[config.mk]
export PLATFORM = sky130hd
export DESIGN_NAME = dmo3_ctrl
export DESIGN_NICKNAME = d
export VERILOG_FILES = /design/src/hw/rtl/dmo3_pkg.sv /design/src/hw/rtl/dmo3_ctrl.sv
export SDC_FILE = /design/constraint.sdc
export NUM_CORES = 1
export LEC_CHECK = 0
export BUFFER_PORTS_ARGS = -buffer_cell sky130_fd_sc_hd__buf_2
export CORE_AREA = 2 2 39 41
export CTS_CLUSTER_SIZE = 16
export DETAILED_ROUTE_END_ITERATION = 7
export DIE_AREA = 0 0 41 43
export PLACE_DENSITY = 0.6
export RECOVER_POWER = 25
export REMOVE_ABC_BUFFERS = 1
export SYNTH_ARGS = -nofsm -noshare
export SYNTH_HDL_FRONTEND = slang
export SYNTH_SLANG_ARGS = --single-unit
[constraint.sdc]
create_clock -name clock -period 1.7 [get_ports clock]
set_clock_uncertainty 0.2 [all_clocks]
set_input_delay 0.085 -clock clock [delete_from_list [all_inputs] [get_ports clock]]
set_output_delay 0.085 -clock clock [all_outputs]
set_load 0.05 [all_outputs]
[src/hw/rtl/dmo3_pkg.sv]
`timescale 1ns / 1ps
// ----------------------------------------------------------------------------
// dmo3_pkg
// Shared types and constants of the order-3 Markov trainer.
// ----------------------------------------------------------------------------
package dmo3_pkg;

   typedef enum logic [1:0] {
      REQ_CLEAR      = 2'd0,
      REQ_TRAIN      = 2'd1,
      REQ_QUERY_BASE = 2'd2,
      REQ_QUERY_TRAN = 2'd3
   } req_kind_type;

   localparam int ROW_ENTRIES = 4;
   localparam int Q_BITS      = 16;
   localparam int HIST_FULL   = 3;

   typedef struct packed {
      logic clear;
      logic train;
      logic query_load;
      logic sum_en;
      logic upd_en;
      logic div_en;
   } cmd_type;

   typedef struct packed {
      logic tx_need;
      logic sum_done;
      logic div_done;
   } status_type;

endpackage

[src/hw/rtl/dmo3_ctrl.sv]
`timescale 1ns / 1ps
// ----------------------------------------------------------------------------
// dmo3_ctrl
// Sequencer for train, clear and query transactions.
// ----------------------------------------------------------------------------
module dmo3_ctrl (
   input  logic                 clock,
   input  logic                 reset,
   input  logic                 req_valid,
   output logic                 req_stall,
   input  logic [1:0]           req_type,
   output logic                 rsp_valid,
   input  logic                 rsp_stall,
   output dmo3_pkg::cmd_type    cmd,
   input  dmo3_pkg::status_type status
);

   typedef enum logic [4:0] {
      S_IDLE   = 5'b00001,
      S_UPDATE = 5'b00010,
      S_SUM    = 5'b00100,
      S_DIV    = 5'b01000,
      S_RESP   = 5'b10000
   } state_type;

   state_type state_ff, state_in;

   always_ff @(posedge clock) begin
      if (reset) begin
         state_ff <= S_IDLE;
      end else begin
         state_ff <= state_in;
      end
   end

   always_comb begin
      state_in  = state_ff;
      cmd       = '0;
      req_stall = 1'b1;
      rsp_valid = 1'b0;
      unique case (state_ff)
         S_IDLE: begin
            req_stall = 1'b0;
            if (req_valid) begin
               unique case (dmo3_pkg::req_kind_type'(req_type))
                  dmo3_pkg::REQ_CLEAR: cmd.clear = 1'b1;
                  dmo3_pkg::REQ_TRAIN: begin
                     cmd.train = 1'b1;
                     if (status.tx_need) begin
                        state_in = S_UPDATE;
                     end
                  end
                  dmo3_pkg::REQ_QUERY_BASE, dmo3_pkg::REQ_QUERY_TRAN: begin
                     cmd.query_load = 1'b1;
                     state_in       = S_SUM;
                  end
                  default: state_in = S_IDLE;
               endcase
            end
         end
         S_UPDATE: begin
            cmd.upd_en = 1'b1;
            state_in   = S_IDLE;
         end
         S_SUM: begin
            cmd.sum_en = 1'b1;
            if (status.sum_done) begin
               state_in = S_DIV;
            end
         end
         S_DIV: begin
            cmd.div_en = 1'b1;
            if (status.div_done) begin
               state_in = S_RESP;
            end
         end
         S_RESP: begin
            rsp_valid = 1'b1;
            if (!rsp_stall) begin
               state_in = S_IDLE;
            end
         end
         default: state_in = S_IDLE;
      endcase
   end

endmodule

Word-level counts from Yosys, hierarchy flattened
Index checks and enable logic that the tools add are counted.
W data, S select, Z words.
Cells by class
  equal/unequal tests: 14
  muxes and demuxes: 17
  reductions and logical operators: 3
Operators by type and width (count)
  $mux W5: 5
  $pmux W5 S4: 1
  $pmux W5 S2: 1
  $mux W1: 8
  $ne A2 B2 Y1 const B: 4
  $mux W3: 2
  $reduce_and A6 Y1: 1
  $eq A5 B1 Y1 const B: 1
  $eq A5 B2 Y1 const B: 1
  $eq A5 B3 Y1 const B: 1
  $eq A5 B4 Y1 const B: 1
  $eq A5 B5 Y1 const B: 1
  $eq A2 B2 Y1 const B: 2
  $ne A3 B1 Y1 const B: 1
  $ne A3 B3 Y1 const B: 1
  $eq A2 B1 Y1 const B: 1
  $logic_not A2 Y1: 1
  $reduce_or A2 Y1: 1
Word-level totals
  bits in registers: 5
  logic and storage cells: 35

Longest topological paths before layout
Gate-level depths: netlist (run 1).
  word-level depth: 5
  gate-level depth with buffers: 4
  gate-level depth less buffers: 4

Worst setup path after synthesis (run 1)
Ideal clock, no wire load.
  path kind: reg2out
  start point: register state_ff[3]
  end point: output port rsp_valid
  arrival: 1.922 ns
  required time: 1.415 ns
  path slack: -0.507 ns
  cell stages (with the launch flop): 3
  buffers on the path: 0
  cell sequence: dfxtp_1 > or3_1 > nor3b_1
Between the ends
  cells in the longest elaborated chain, start to end: 2
Ends and longest elaborated chain
  start: declaration: RTL line dmo3_ctrl.sv:26  | state_type state_ff, state_in;
  start signal: assignment: RTL line dmo3_ctrl.sv:32  | state_ff <= state_in;
  $eq A5 B5 Y1: RTL line dmo3_ctrl.sv:41  | unique case (state_ff)
  $mux W1: RTL line dmo3_ctrl.sv:41
  end: declaration: RTL line dmo3_ctrl.sv:12  | output logic rsp_valid,
Every way passes these cells.

==> results.json, run 1 <==
{
  "ys_top_cells_by_area": "dfxtp_1 29%, or3_1 7.3%, nor2_1 6.5%",
  "hp-class": "primary input to flop",
  "ff2ff_path_depth": 6,
  "worstMarginPinSlew_ns": 0.246,
  "slew_headroom_pct": 83.5,
  "ant_nets": 0,
  "h-tree-depth": 1,
  "nets": 95,
  "wire_per_inst_microns": 12.0,
  "dieWidth_microns": 41,
  "holdPathEnd": "state_ff[4]",
  "fin_cells": 101,
  "drt_first_pass_iters": 3,
  "fin_hold_ws_ns": 0.0645,
  "dr_total_vias": 488,
  "r2r-end": "state_ff[1]",
  "worstSetupStartpoint": "state_ff[1]",
  "setup_ws_ns": -0.162,
  "synth_warnings": 0,
  "p_leak_nw": 0.336,
  "hold_depth": 4,
  "place_hpwl_microns": 769,
  "post-route-util_pct": 55.5,
  "dieArea_sq_um": 1760,
  "cts_made_buffers": 3,
  "antennaDiodeCount": 0,
  "synth_edf_count": 0,
  "fp-row-count": 14,
  "place_inst": 85,
  "p_sw_share_pct": 33.5,
  "drc": 0,
  "p_seq_share_pct": 26.0,
  "avgSynthCellArea_sq_um": 7.82,
  "cts_tree": "built",
  "setup-tns-final_ns": -0.983,
  "layout_min_cycle_time_ns": 1.86,
  "path_max_fanout": 4,
  "regArea_sq_um": 104,
  "root_buffer": "clkbuf_4",
  "slew_viol_final": 0,
  "largest_register_ffs": 5,
  "clkLatencyLatePin_ns": 0.24,
  "clock_path_buffers": 2,
  "die_h_microns": 43,
  "core_sq_um": 1380,
  "antenna_found_initial": 0,
  "first_global_vias": 439,
  "track_usage_pct": 14.7,
  "reg_top3": "state_ff: 5 flops",
  "drt_wl_total_mm": 1.21,
  "synth_ff_type": "dfxtp_1",
  "ys_seq_area_share_pct": 29.1,
  "start_util_pct": 24.9,
  "clock-sinks": 5,
  "avgViaCountPerCell": 4.83,
  "clkTransAtPathRegs_ns": 0.05,
  "layout-drive-gt1-share_pct": 60.0,
  "powerDensity_nw_per_um2": 641,
  "r2r_slack_ns": -0.10,
  "synthDistinctLibCells": 26,
  "ios": 17,
  "grt_pass1_wl_mm": 1.78,
  "grt_max_degree": 8,
  "fillCellCount": 124,
  "combPwrFrac_pct": 46.2,
  "violations": "negative setup slack",
  "synthTopCellsByCount": "6 x nor2_1, 5 x dfxtp_1, 4 x or3_1",
  "syn_inst": 44,
  "status": "complete, but fails checks",
  "multiInputGateArea_sq_um": 285,
  "required_ns": 1.41,
  "async_reset_ff_share_pct": 0,
  "synth.largest_area_cell": "dfxtp_1",
  "syn2layout_area_growth_pct": 123,
  "synthesis.area_sq_um": 344,
  "endpoint_kind": "output pin",
  "drt_iter0_markers": 4,
  "yosys.cell_count.top_type": "nor2_1",
  "synth_top_area_share_pct": 29.1,
  "global_route.overflow_total": 0,
  "pre_cts_ws_ns": -0.102,
  "intPower_uw": 327,
  "top_register": "state_ff",
  "p_clk_share_pct": 27.8,
  "io_buffer_count": 16,
  "ys_ff_latch": 5,
  "period_share_pct": 110,
  "vdd_ir_drop_max_mv": 0.510,
  "hold_start": "rsp_stall",
  "max_freq_mhz": 537,
  "dpl_cell_area_sq_um": 512,
  "setup_viol": 9,
  "p_switching_uw": 165,
  "crit_type": "flop to output pin",
  "r2r_start": "state_ff[1]",
  "drv_cap": 0,
  "critPathLaunchType": "flop",
  "hold_violations": 0,
  "power_uw": 492,
  "rsz0062_at_grt": "true",
  "finalInstanceArea_sq_um": 768,
  "cp.arrival_ns": 1.58,
  "place_congestion": 0.843
}
-- kinds of logic (layout without fill, tap and decap cells) --
group	count (synthesis)	in the layout	share of synthesized area, %
AOI/OAI and AO/OA	8	8	17.8
buffers and inverters	3	44	4.37
DFF	5	5	29.1
and+or+nand+nor	28	28	48.7
-- cell type report --
class                   count  area share (%)
clock buffers               4            3.42
inverters                   2           0.977
repair buffers             38            42.3
well taps                  16            2.61
flip-flops and latches      5            13.5
multi-input cells          36            37.1
-- power groups by stage --
stage / logic [mW] / registers, mW / clock network [mW]
finish: 0.227 / 0.128 / 0.137
CTS: 0.193 / 0.128 / 0.143
detailed placement: 0.148 / 0.129 / 0
floorplan: 0.0876 / 0.131 / 0
global placement: 0.147 / 0.129 / 0
global route: 0.244 / 0.128 / 0.151
-- critical path, cell delays in order (launching register included) --
cell and delay (ns):
dfxtp_2 0.33, or3_4 0.42, nor3_4 0.23, and3_4 0.22, buf_8 0.14
-- routing by layer --
| layer | GRT usage, % | wire, microns | part of all wire [%] |
|---|---|---|---|
| met1 | 16.6 | 479 | 40 |
| met5 | 0 | 0 | 0 |
| met2 | 25.6 | 639 | 53 |
| met3 | 6.81 | 66 | 5.4 |
| met4 | 0 | 26 | 2.1 |
-- cells in the final DEF (no fill, tap or decap), types with 2 or more instances in the layout --
cell,Yosys,routed
buf_8,0,3
dlygate4sd3_1,0,6
dfxtp_2,0,3
or3_1,4,3
nor3b_1,2,2
buf_4,1,15
and3_4,0,2
clkbuf_4,0,3
buf_2,0,8
inv_2,0,2
nand3b_1,2,2
buf_6,0,6
dfxtp_1,5,2
nor2_1,6,4
-- what timing repair did --
item / in CTS / in global routing
setup endpoints to repair: 8 / 11
hold buffers: 6 / 0
pin swaps: 3 / 6
hold endpoints to repair: 5 / 0
resized for setup: 22 / 17
setup buffers: 2 / 4
-- how the worst max path moves through the flow --
stage / slack (ns) / end
after floorplan: -0.51 / rsp_valid
after global placement: -0.08 / state_ff[0]
after detailed placement: -0.10 / cmd[4]
after CTS: -0.14 / cmd[5]
after global routing: -0.23 / cmd[5]
final: -0.16 / cmd[4]
No activity file was read; power rests on OpenSTA's default activity.
==> inputs of run 2 (changes only) <==
PLACE_DENSITY = 0.56   (was 0.6)
==> results.json, run 2 (synthesis gave the netlist of run 1 again) <==
{
  "syn2layout_area_growth_pct": 119,
  "dr_total_vias": 488,
  "reg_top3": "state_ff: 5 flops",
  "avgViaCountPerCell": 4.93,
  "clock-sinks": 5,
  "fp-row-count": 14,
  "setup_ws_ns": -0.170,
  "powerDensity_nw_per_um2": 642,
  "final_common_cell": "buf_4",
  "crit_slowest_cell": "or3_4",
  "layout-drive-gt1-share_pct": 57.8,
  "layout_min_cycle_time_ns": 1.87,
  "max_stage_delay_ns": 0.39,
  "required_ns": 1.41,
  "finalInstanceArea_sq_um": 752,
  "dpl_cell_area_sq_um": 527,
  "fin_cells": 99,
  "drv_cap": 0,
  "cp.arrival_ns": 1.59,
  "largest_register_ffs": 5,
  "drt_wl_total_mm": 1.12,
  "drt_first_pass_iters": 4,
  "clock_path_buffers": 2,
  "routed.top_layer": "met3",
  "start_util_pct": 24.9,
  "drt_iter0_markers": 19,
  "max_freq_mhz": 535,
  "root_buffer": "clkbuf_4",
  "clkLatencyLatePin_ns": 0.24,
  "crit_chain": "or3_4, nor3_2, buf_4, and3_1, buf_6",
  "cts_made_buffers": 3,
  "place_inst": 87,
  "hp-class": "primary input to flop",
  "track_usage_pct": 13.5,
  "status": "complete, but fails checks",
  "cts_tree": "built",
  "layout_common_cells": "13 x buf_4, 9 x buf_6, 8 x buf_2",
  "dr_wl_met3_microns": 50,
  "p_leak_nw": 0.335,
  "antenna_found_initial": 0,
  "wire_per_inst_microns": 11.3,
  "hold_violations": 0,
  "place_hpwl_microns": 806,
  "antennaDiodeCount": 0,
  "worstMarginPinSlew_ns": 0.271,
  "clkTransAtPathRegs_ns": 0.05,
  "top_register": "state_ff",
  "nets": 93,
  "vdd_ir_drop_max_mv": 0.274,
  "dieWidth_microns": 41,
  "rsz0062_at_grt": "true",
  "slew_headroom_pct": 81.9,
  "met2WireLength_microns": 605,
  "die_h_microns": 43,
  "ios": 17,
  "h-tree-depth": 1,
  "wl_met1_microns": 467,
  "place_congestion": 0.819,
  "violations": "negative setup slack",
  "first_global_vias": 423,
  "drc": 0,
  "endpoint_kind": "output pin",
  "grt_max_degree": 8,
  "setup_viol": 7,
  "period_share_pct": 110,
  "post-route-util_pct": 54.3,
  "ant_nets": 0,
  "crit_type": "flop to output pin",
  "fillCellCount": 134,
  "core_sq_um": 1380,
  "grt_pass1_wl_mm": 1.61,
  "io_buffer_count": 16,
  "critPathLaunchType": "flop",
  "dieArea_sq_um": 1760,
  "global_route.overflow_total": 0,
  "power_uw": 483,
  "path_max_fanout": 3,
  "slew_viol_final": 0
}
## run 2: changes by cell type in the layout (fill, tap and decap cells not counted), sizes merged
| cell | before | now |
|---|---|---|
| buf | 32 | 30 |
## run 2: critical path, delay by kind of cell, from the launching register on
family                 cells  cell delay (ns)
AND/OR/NAND/NOR            3             0.73
flip-flops                 1             0.31
buffers and inverters      2             0.29
## run 2: cell type report
type,instances,area [sq um],share of cell area [%]
Timing Repair Buffer,36,299,39.8
Multi-Input combinational cell,36,297,39.4
Sequential cell,5,103,13.6
Clock buffer,4,26.3,3.49
Tap cell,16,20.0,2.66
Inverter,2,7.51,0.998
## run 2: final timing paths
path	from	end	slack, ns	cells past startpoint
min	rsp_stall	state_ff[4]	0.13	4
max	state_ff[4]	cmd[4]	-0.17	5
max reg2reg	state_ff[4]	state_ff[0]	-0.12	5
min reg2reg	state_ff[2]	state_ff[2]	0.44	3
## run 2: per-layer routing
metal / vias up / GRT usage (%)
met5: - / 0
met4: 0 / 8.00
met3: 0 / 1.57
met2: 18 / 21.3
met1: 226 / 16.4
li1: 244 / -
## run 2: power breakdown
part	switching, mW	total, mW	internal (mW)
combinational	0.109	0.219	0.110
sequential	0.00416	0.128	0.124
clock	0.0474	0.136	0.0887
total	0.160	0.483	0.323
## run 2: per-stage QoR
step                setup slack (ns)  TNS, ns  hold slack (ns)
finish                        -0.170   -0.784            0.131
global route                  -0.246    -1.24            0.167
CTS                           -0.179   -0.808           0.0744
detailed placement           -0.0521   -0.120            0.137
global placement             -0.0576   -0.104            0.134
floorplan                     -0.507    -1.10          -0.0426
## run 2: timing repair
item / in CTS / in global routing
endpoints found under the hold margin: 5 / 0
buffers inserted: 2 / 0
setup endpoints to repair: 8 / 10
hold buffers: 6 / 0
pin swaps: 5 / 5
gates resized for setup: 23 / 10
==> inputs of run 3 (changes only) <==
PLACE_DENSITY = default   (was 0.56)
PLACE_DENSITY_LB_ADDON = 0.1   (was default)
==> results.json, run 3 (synthesis gave the netlist of run 1 again) <==
{
  "h-tree-depth": 1,
  "io_buffer_count": 16,
  "clock_path_buffers": 2,
  "wire_per_inst_microns": 11.9,
  "critPathLaunchType": "flop",
  "cts_tree": "built",
  "worstSetupStartpoint": "state_ff[2]",
  "power_uw": 502,
  "ff2ff_path_depth": 5,
  "path_max_fanout": 3,
  "layout-drive-gt1-share_pct": 61.6,
  "setup_ws_ns": -0.131,
  "dieArea_sq_um": 1760,
  "r2r_start": "state_ff[2]",
  "clock-sinks": 5,
  "syn2layout_area_growth_pct": 126,
  "cts_made_buffers": 3,
  "first_global_vias": 482,
  "global_route.overflow_total": 0,
  "place_congestion": 0.794,
  "track_usage_pct": 16.7,
  "r2r_slack_ns": -0.01,
  "layout_min_cycle_time_ns": 1.83,
  "hp-class": "primary input to flop",
  "clkLatencyLatePin_ns": 0.25,
  "drt_iter0_markers": 5,
  "grt_max_degree": 8,
  "top_register": "state_ff",
  "dieWidth_microns": 41,
  "ant_nets": 0,
  "ios": 17,
  "period_share_pct": 108,
  "max_freq_mhz": 546,
  "slew_headroom_pct": 85.1,
  "antennaDiodeCount": 0,
  "p_leak_nw": 0.350,
  "rsz0062_at_grt": "true",
  "slew_viol_final": 0,
  "setup_viol": 7,
  "avgViaCountPerCell": 4.91,
  "hold_violations": 0,
  "fin_hold_ws_ns": 0.0769,
  "root_buffer": "clkbuf_4",
  "cp-endpoint": "cmd[0]",
  "antenna_found_initial": 0,
  "drt_wl_total_mm": 1.21,
  "cp.arrival_ns": 1.55,
  "hold_depth": 4,
  "die_h_microns": 43,
  "fp-row-count": 14,
  "dr_total_vias": 501,
  "crit_type": "flop to output pin",
  "violations": "negative setup slack",
  "clkTransAtPathRegs_ns": 0.05,
  "drt_first_pass_iters": 2,
  "post-route-util_pct": 56.2,
  "worstMarginPinSlew_ns": 0.223,
  "r2r-end": "state_ff[0]",
  "start_util_pct": 24.9,
  "place_hpwl_microns": 867,
  "nets": 96,
  "required_ns": 1.41,
  "endpoint_kind": "output pin",
  "pre_cts_ws_ns": -0.114,
  "layout_common_cells": "14 x buf_4, 10 x buf_6, 8 x buf_2",
  "core_sq_um": 1380,
  "largest_register_ffs": 5,
  "grt_pass1_wl_mm": 1.92,
  "drv_cap": 0,
  "drc": 0,
  "powerDensity_nw_per_um2": 645,
  "vdd_ir_drop_max_mv": 0.389,
  "reg_top3": "state_ff: 5 flops",
  "status": "complete, but fails checks",
  "setup-tns-final_ns": -0.578,
  "final_common_cell": "buf_4"
}
==> run 3: cell count changes in the layout (fill, tap and decap cells not counted), moves of 2 or more <==
| cell | before | now |
|---|---|---|
| nor3_2 | 2 | 0 |
| dfxtp_1 | 3 | 1 |
| inv_2 | 0 | 2 |
| inv_1 | 2 | 0 |
| dfxtp_2 | 2 | 4 |
==> run 3: critical path: stages, from the launching register on <==
cell and delay (ns):
dfxtp_2 0.32, or3_4 0.40, buf_6 0.14, or2_4 0.24, inv_2 0.06, buf_8 0.13
==> run 3: repair_timing <==
item | in CTS | in global routing
buffers inserted | 5 | 0
endpoints found under the setup margin | 12 | 11
pin swaps | 7 | 2
resized for setup | 31 | 7
endpoints found under the hold margin | 5 | 0
cloned | 0 | 0
hold buffers | 6 | 0
==> run 3: metal layers <==
| metal | up-vias | GRT usage [%] | routed length, microns |
|---|---|---|---|
| li1 | 250 | - | - |
| met1 | 233 | 17.7 | 500 |
| met2 | 14 | 27.2 | 632 |
| met3 | 4 | 6.28 | 55 |
| met4 | 0 | 8.00 | 23 |
| met5 | - | 0 | 0 |
==> run 3: power by group <==
| group | leakage, nW | total (mW) | switching (mW) | internal, mW |
|---|---|---|---|---|
| logic | 0.292 | 0.231 | 0.112 | 0.120 |
| registers | 0.0426 | 0.128 | 0.00379 | 0.124 |
| clock network | 0.0150 | 0.143 | 0.0540 | 0.0891 |
| total | 0.350 | 0.502 | 0.170 | 0.333 |
==> run 3: worst min-delay path by stage <==
stage | endpoint | start
floorplan | state_ff[2] | reset
global placement | state_ff[3] | status[0]
detailed placement | state_ff[3] | status[0]
CTS | state_ff[4] | rsp_stall
global route | state_ff[4] | rsp_stall
finish | state_ff[4] | rsp_stall
==> run 3: metrics by stage <==
step / area (sq um) / cells
2_1_floorplan: 337 / 43
3_3_place_gp: 534 / 88
3_5_place_dp: 534 / 88
4_1_cts: 752 / 102
5_1_grt: 778 / 102
6_report: 778 / 102
==> run 3: cell type report <==
cell class / instances / area (sq um)
multi-input cells: 36 / 287
fillers: 126 / 606
well taps: 16 / 20.0
inverters: 2 / 7.51
repair buffers: 39 / 333
clock buffers: 4 / 26.3
flip-flops and latches: 5 / 105
